**src/design/src_pkg.sv**
```systemverilog
// shared types and constants for the shot recall controller
package src_pkg;

  typedef enum logic [3:0] {
    CMD_SELECT    = 4'd0,
    CMD_DESELECT  = 4'd1,
    CMD_GRAB      = 4'd2,
    CMD_FORCE_DES = 4'd3,
    CMD_STORE     = 4'd4,
    CMD_STORE_NXT = 4'd5,
    CMD_SET_TIME  = 4'd6,
    CMD_FADE      = 4'd7,
    CMD_CUT       = 4'd8,
    CMD_STOP      = 4'd9,
    CMD_JOYSTICK  = 4'd10,
    CMD_TICK      = 4'd11
  } cmd_t;

  localparam logic [1:0] EN_NONE    = 2'd0;
  localparam logic [1:0] EN_ENABLE  = 2'd1;
  localparam logic [1:0] EN_DISABLE = 2'd2;

  localparam logic [1:0] MOT_NONE  = 2'd0;
  localparam logic [1:0] MOT_START = 2'd1;
  localparam logic [1:0] MOT_HALT  = 2'd2;
  localparam logic [1:0] MOT_JOY   = 2'd3;

  localparam logic [1:0] REG_GRACE = 2'd0;
  localparam logic [1:0] REG_ACK   = 2'd1;
  localparam logic [1:0] REG_JOY   = 2'd2;
  localparam logic [1:0] REG_FMIN  = 2'd3;

  typedef enum logic [1:0] {
    ST_IDLE,
    ST_READ,
    ST_EXEC,
    ST_OUT
  } state_t;

  // controller to datapath
  typedef struct packed {
    logic capture;
    logic rd;
    logic exec;
  } src_cmd_t;

  // datapath to controller (reserved status)
  typedef struct packed {
    logic busy;
  } src_stat_t;

endpackage

```
**src/design/src_ctrl.sv**
```systemverilog
// control state machine: capture, table read, execute, output hold
module src_ctrl
  import src_pkg::*;
(
  input  logic      clk,
  input  logic      rst,
  input  logic      in_fire,
  input  logic      out_fire,
  input  src_stat_t stat,
  output logic      in_ready,
  output logic      out_valid,
  output src_cmd_t  cmd
);

  state_t state, state_next;

  always_ff @(posedge clk) begin
    if (rst) begin
      state <= ST_IDLE;
    end else begin
      state <= state_next;
    end
  end

  always_comb begin
    state_next = state;
    cmd = '0;
    in_ready = 1'b0;
    out_valid = 1'b0;
    case (state)
      ST_IDLE: begin
        in_ready = !stat.busy && !rst;
        if (in_fire) begin
          cmd.capture = 1'b1;
          state_next = ST_READ;
        end
      end
      ST_READ: begin
        cmd.rd = 1'b1;
        state_next = ST_EXEC;
      end
      ST_EXEC: begin
        cmd.exec = 1'b1;
        state_next = ST_OUT;
      end
      ST_OUT: begin
        out_valid = 1'b1;
        if (out_fire) begin
          state_next = ST_IDLE;
        end
      end
      default: state_next = ST_IDLE;
    endcase
  end

  assert property (@(posedge clk) disable iff (rst) in_fire |=> state == ST_READ)
    else $error("capture did not start a read");
  assert property (@(posedge clk) disable iff (rst) cmd.exec |=> out_valid)
    else $error("execute not followed by output");
  assert property (@(posedge clk) disable iff (rst) !(in_ready && out_valid))
    else $error("input and output open together");

endmodule

```
**config.mk**
```make
export PLATFORM = sky130hd
export DESIGN_NAME = src_ctrl
export DESIGN_NICKNAME = d
export VERILOG_FILES = /design/src/design/src_pkg.sv /design/src/design/src_ctrl.sv
export SDC_FILE = /design/constraint.sdc
export NUM_CORES = 1
export LEC_CHECK = 0
export BUFFER_PORTS_ARGS = -buffer_cell sky130_fd_sc_hd__buf_4
export CORE_AREA = 5 5 42 44
export CTS_CLUSTER_SIZE = 10
export DETAILED_ROUTE_END_ITERATION = 12
export DIE_AREA = 0 0 47 49
export GPL_ROUTABILITY_DRIVEN = 1
export GPL_TIMING_DRIVEN = 0
export PLACE_DENSITY = 0.33
export SLEW_MARGIN = 15
export SYNTH_ARGS = -nofsm -noshare
export SYNTH_HDL_FRONTEND = slang
export SYNTH_SLANG_ARGS = --single-unit
```
**constraint.sdc**
```tcl
create_clock -name clk -period 1.4 [get_ports clk]
set_input_delay 0.07 -clock clk [delete_from_list [all_inputs] [get_ports clk]]
set_output_delay 0.07 -clock clk [all_outputs]
set_load 0.05 [all_outputs]
```
# Yosys cells after proc, flatten, opt, wreduce, memory -nomap -nowiden
# Index checks and enable logic that the tools add are counted.
[word_totals]
register_bits = 2
latch_bits = 0
mem_bits_rw = 0
mem_bits_ro = 0
in_bits = 5
out_inout_bits = 5
wordCells = 20
n_memories = 0
[op_classes]
add_sub_neg = 0
n_mul = 0
div = 0
order_cmp = 0
eq_ne = 5
shifts = 0
mux = 9
bitwise = 0
n_reduce_logical = 5
[op_table]
columns = ["operator", "count"]
rows = [
  ["$pmux 2 s4", 1],
  ["$mux 1", 6],
  ["$eq 2x2->1 const B", 2],
  ["$mux 2", 2],
  ["$ne 2x2->1 const B", 2],
  ["$eq 2x1->1 const B", 1],
  ["$logic_not 1->1", 2],
  ["$logic_not 2->1", 1],
  ["$reduce_and 2->1", 1],
  ["$logic_and 1x1->1", 1],
]

# Logic depth before layout (Yosys ltp)
[depth]
ltp_word = 3
mapped_depth = 4
ltp_nobuf = 4

# Worst setup path after synthesis
# OpenSTA, ideal clock, no wires.
[synth_path]
path_type = "register -> output"
startpoint = "register state[0]"
endpoint = "output in_ready"
arrival_time_ns = 1.729
required_ns = 1.330
setup_slack_ns = -0.399
path_stages_with_launch = 4
n_path_buf = 0
path_cell_list = "dfxtp_1 -> inv_1 -> ha_1 -> nor3b_1"
[synth_via]
elab_chain_cells = 2
[synth_lines]
columns = ["item", "line", "text"]
rows = [
  ["start, declared", "src_ctrl.sv:15", "state_t state, state_next;"],
  ["start signal, assigned", "src_ctrl.sv:21", "state <= state_next;"],
  ["$logic_not 2->1", "src_ctrl.sv:30", "case (state)"],
  ["$mux 1", "src_ctrl.sv:30", ""],
  ["end, declared", "src_ctrl.sv:10", "output logic in_ready,"],
]
# Every way passes these cells.

# Worst setup path in the final report
# Ends and elaborated chain as after synthesis.

==> impl_metrics.csv <==
group,metric,value,unit
power_and_ir_drop,ir_worst_vdd,0.5568,mV
cells_and_area,regMostFlops,"state",
synthesis,synth_area,171.4,sq um
floorplan,io_pins,10,
drt,drc,0,
timing,max_freq,758.5,MHz
critical_path,worstSetupPathType,"flop to primary output",
timing,period_share,0.9417,
critical_path,cp.required,1.33,ns
clocking,clock_latency,0.22,ns
placed_design,pre_cts_ws,0.08674,ns
critical_path,startpoint_type,"flop",
clocking,cts_setup_buffers,0,
timing,slew_headroom,0.8633,
cells_and_area,final_layout_size_suffix_gt1_frac,0.5161,
synthesis,yosysTopAreaCell,"ha_1",
clocking,cts_max_level,1,
floorplan,die_w,47,um
drt,routed-via-count,156,
synthesis,yosysUniqueCellTypes,11,
placed_design,numPortBuffers,9,
clocking,cts_buffers,3,
status,outcome,"completed",
clocking,root_buffer,"clkbuf_4",
floorplan,die-height,49,um
clocking,clock_path_buffers,2,
timing,fin_tns_setup,0,ns
timing,tightest_slew,0.2050,ns
cells_and_area,reg_top3,"state (2)",
synthesis,synth_cells,19,
synthesis,yosysWarningCount,0,
floorplan,start_util,0.1223,
clocking,cts_num_sinks,2,
timing,slew_violations,0,
synthesis,synth_seq_area_share,0.2336,
worst_hold_path,hp-class,"input port to flop",
cells_and_area,post-route-cell-area,291.5,sq um
drt,drtIter0Drc,2,
drt,vias_per_cell,3.319,
drt,drtAntennaViolNets,0,
job,maxCapViolCount,0,
grt,grt_pass1_wl,621,um
grt,grt_pass1_vias,162,
synthesis,syn_avg_cell_area,9.022,sq um
floorplan,core_area,0.001401,sq mm
synthesis,syn_nets,28,
synthesis,synth_area_leaders,"ha_1 (29%), dfxtp_1 (23%), inv_1 (8.8%), nor2b_4 (8.0%), mux2i_1 (5.8%)",
grt,grt_util_all_layers,0.03938,
power_and_ir_drop,power_leakage,0.1501,nW
drt,wirelength,365,um
timing,finalSetupViolations,0,
timing,setup_ws,0.08167,ns
clocking,post_cts_resized,0,
drt,drtPass1Iterations,2,
floorplan,num_rows,14,
clocking,clk_pin_slew_worst_paths,0.03,ns
grt,grt_remaining_overflow,0,
critical_path,worst_ep_arrival_time,1.25,ns
synthesis,synth_top_area_frac,0.2920,
cells_and_area,fillers,162,
cells_and_area,final_common_cell,"buf_4",
cells_and_area,num_antenna_cells,0,
clocking,cts_tree,"done",
grt,grt_max_degree,5,
synthesis,synth-seq-cells,2,
timing,rsz0062_at_grt,"false",
timing,finalHoldViolCount,0,
cells_and_area,final_cell_mix,"buf_4 (9), inv_1 (4), clkbuf_4 (3)",
timing,final.min_clock_period,1.318,ns
placed_design,place_area,269.0,sq um
grt,antenna_found_initial,0,
clocking,ctsHoldBuffers,0,
cells_and_area,num-nets-final,42,
cells_and_area,largest_register_ffs,2,
cells_and_area,area_growth,70.07,%
power_and_ir_drop,power_density,1941,mW/mm^2
timing,skew,0.002453,ns
placed_design,routabilityCongestion,0.7005,
drt,wire_per_inst,7.766,um
critical_path,critPathMaxFanout,4,
floorplan,fp.dieArea,0.002303,sq mm
critical_path,end_kind,"primary output",
final timing paths:
path | from | to | slack, ns | cells past startpoint
worst max-delay path | state[0] | in_ready | 0.08 | 4
worst min register to register | state[1] | state[1] | 0.50 | 2
worst min-delay path | rst | state[0] | 0.15 | 3
worst max register to register | state[0] | state[0] | 0.09 | 4
cells in the mapped netlist:
cell type,number
o211a_1,1
inv_1,4
or3_1,1
mux2i_1,1
nand2_1,2
dfxtp_1,2
nor2b_4,1
ha_1,4
and2_1,1
a21oi_1,1
nor3b_1,1
final cells by class:
cell class	instances	area, sq um	area share
clock buffers	3	22.52	0.07725
multi-input cells	13	126.4	0.4335
flip-flops and latches	2	40.04	0.1373
inverters	4	15.01	0.05150
repair buffers	9	67.56	0.2318
well taps	16	20.02	0.06867
layer usage:
metal / vias to the layer above / share of wire / global-route usage
li1: 84 / - / -
met2: 6 / 0.46 / 0.04525
met5: - / 0 / 0
met3: 0 / 0.13 / 0.02583
met4: 0 / 0 / 0.04147
met1: 66 / 0.41 / 0.04376
logic make-up (layout without fill, tap and decap cells):
kind of cell,Yosys count,after routing,share of synthesized area
AND/OR/NAND/NOR,6,6,0.2409
adder cells (fa/ha/maj),4,4,0.2920
buffers and inverters,4,16,0.08757
AO/OA/AOI/OAI,2,2,0.08757
flip-flops,2,2,0.2336
multiplexers,1,1,0.05840
power by group:
part / internal [mW] / leakage (nW) / switching [mW] / total [mW]
logic: 0.126 / 0.120 / 0.215 / 0.340
clock network: 0.0944 / 0.0138 / 0.0305 / 0.125
registers: 0.0787 / 0.0166 / 0.0222 / 0.101
worst max-delay path, cell delays in order (launching register included):
cell	delay [ns]
dfxtp_1	0.37
inv_1	0.08
ha_1	0.23
nor3b_2	0.16
buf_4	0.18
through the flow:
step	util	hold slack, ns	std cells	total power, mW
floorplan	-	0.2415	19	0.3682
global placement	0.1920	0.3742	44	0.4494
detailed placement	0.1920	0.3799	44	0.4487
CTS	0.2080	0.1413	47	0.5834
global route	0.2080	0.1523	47	0.6094
finish	0.2080	0.1469	47	0.5660
Power figures use the tool's default switching activity.
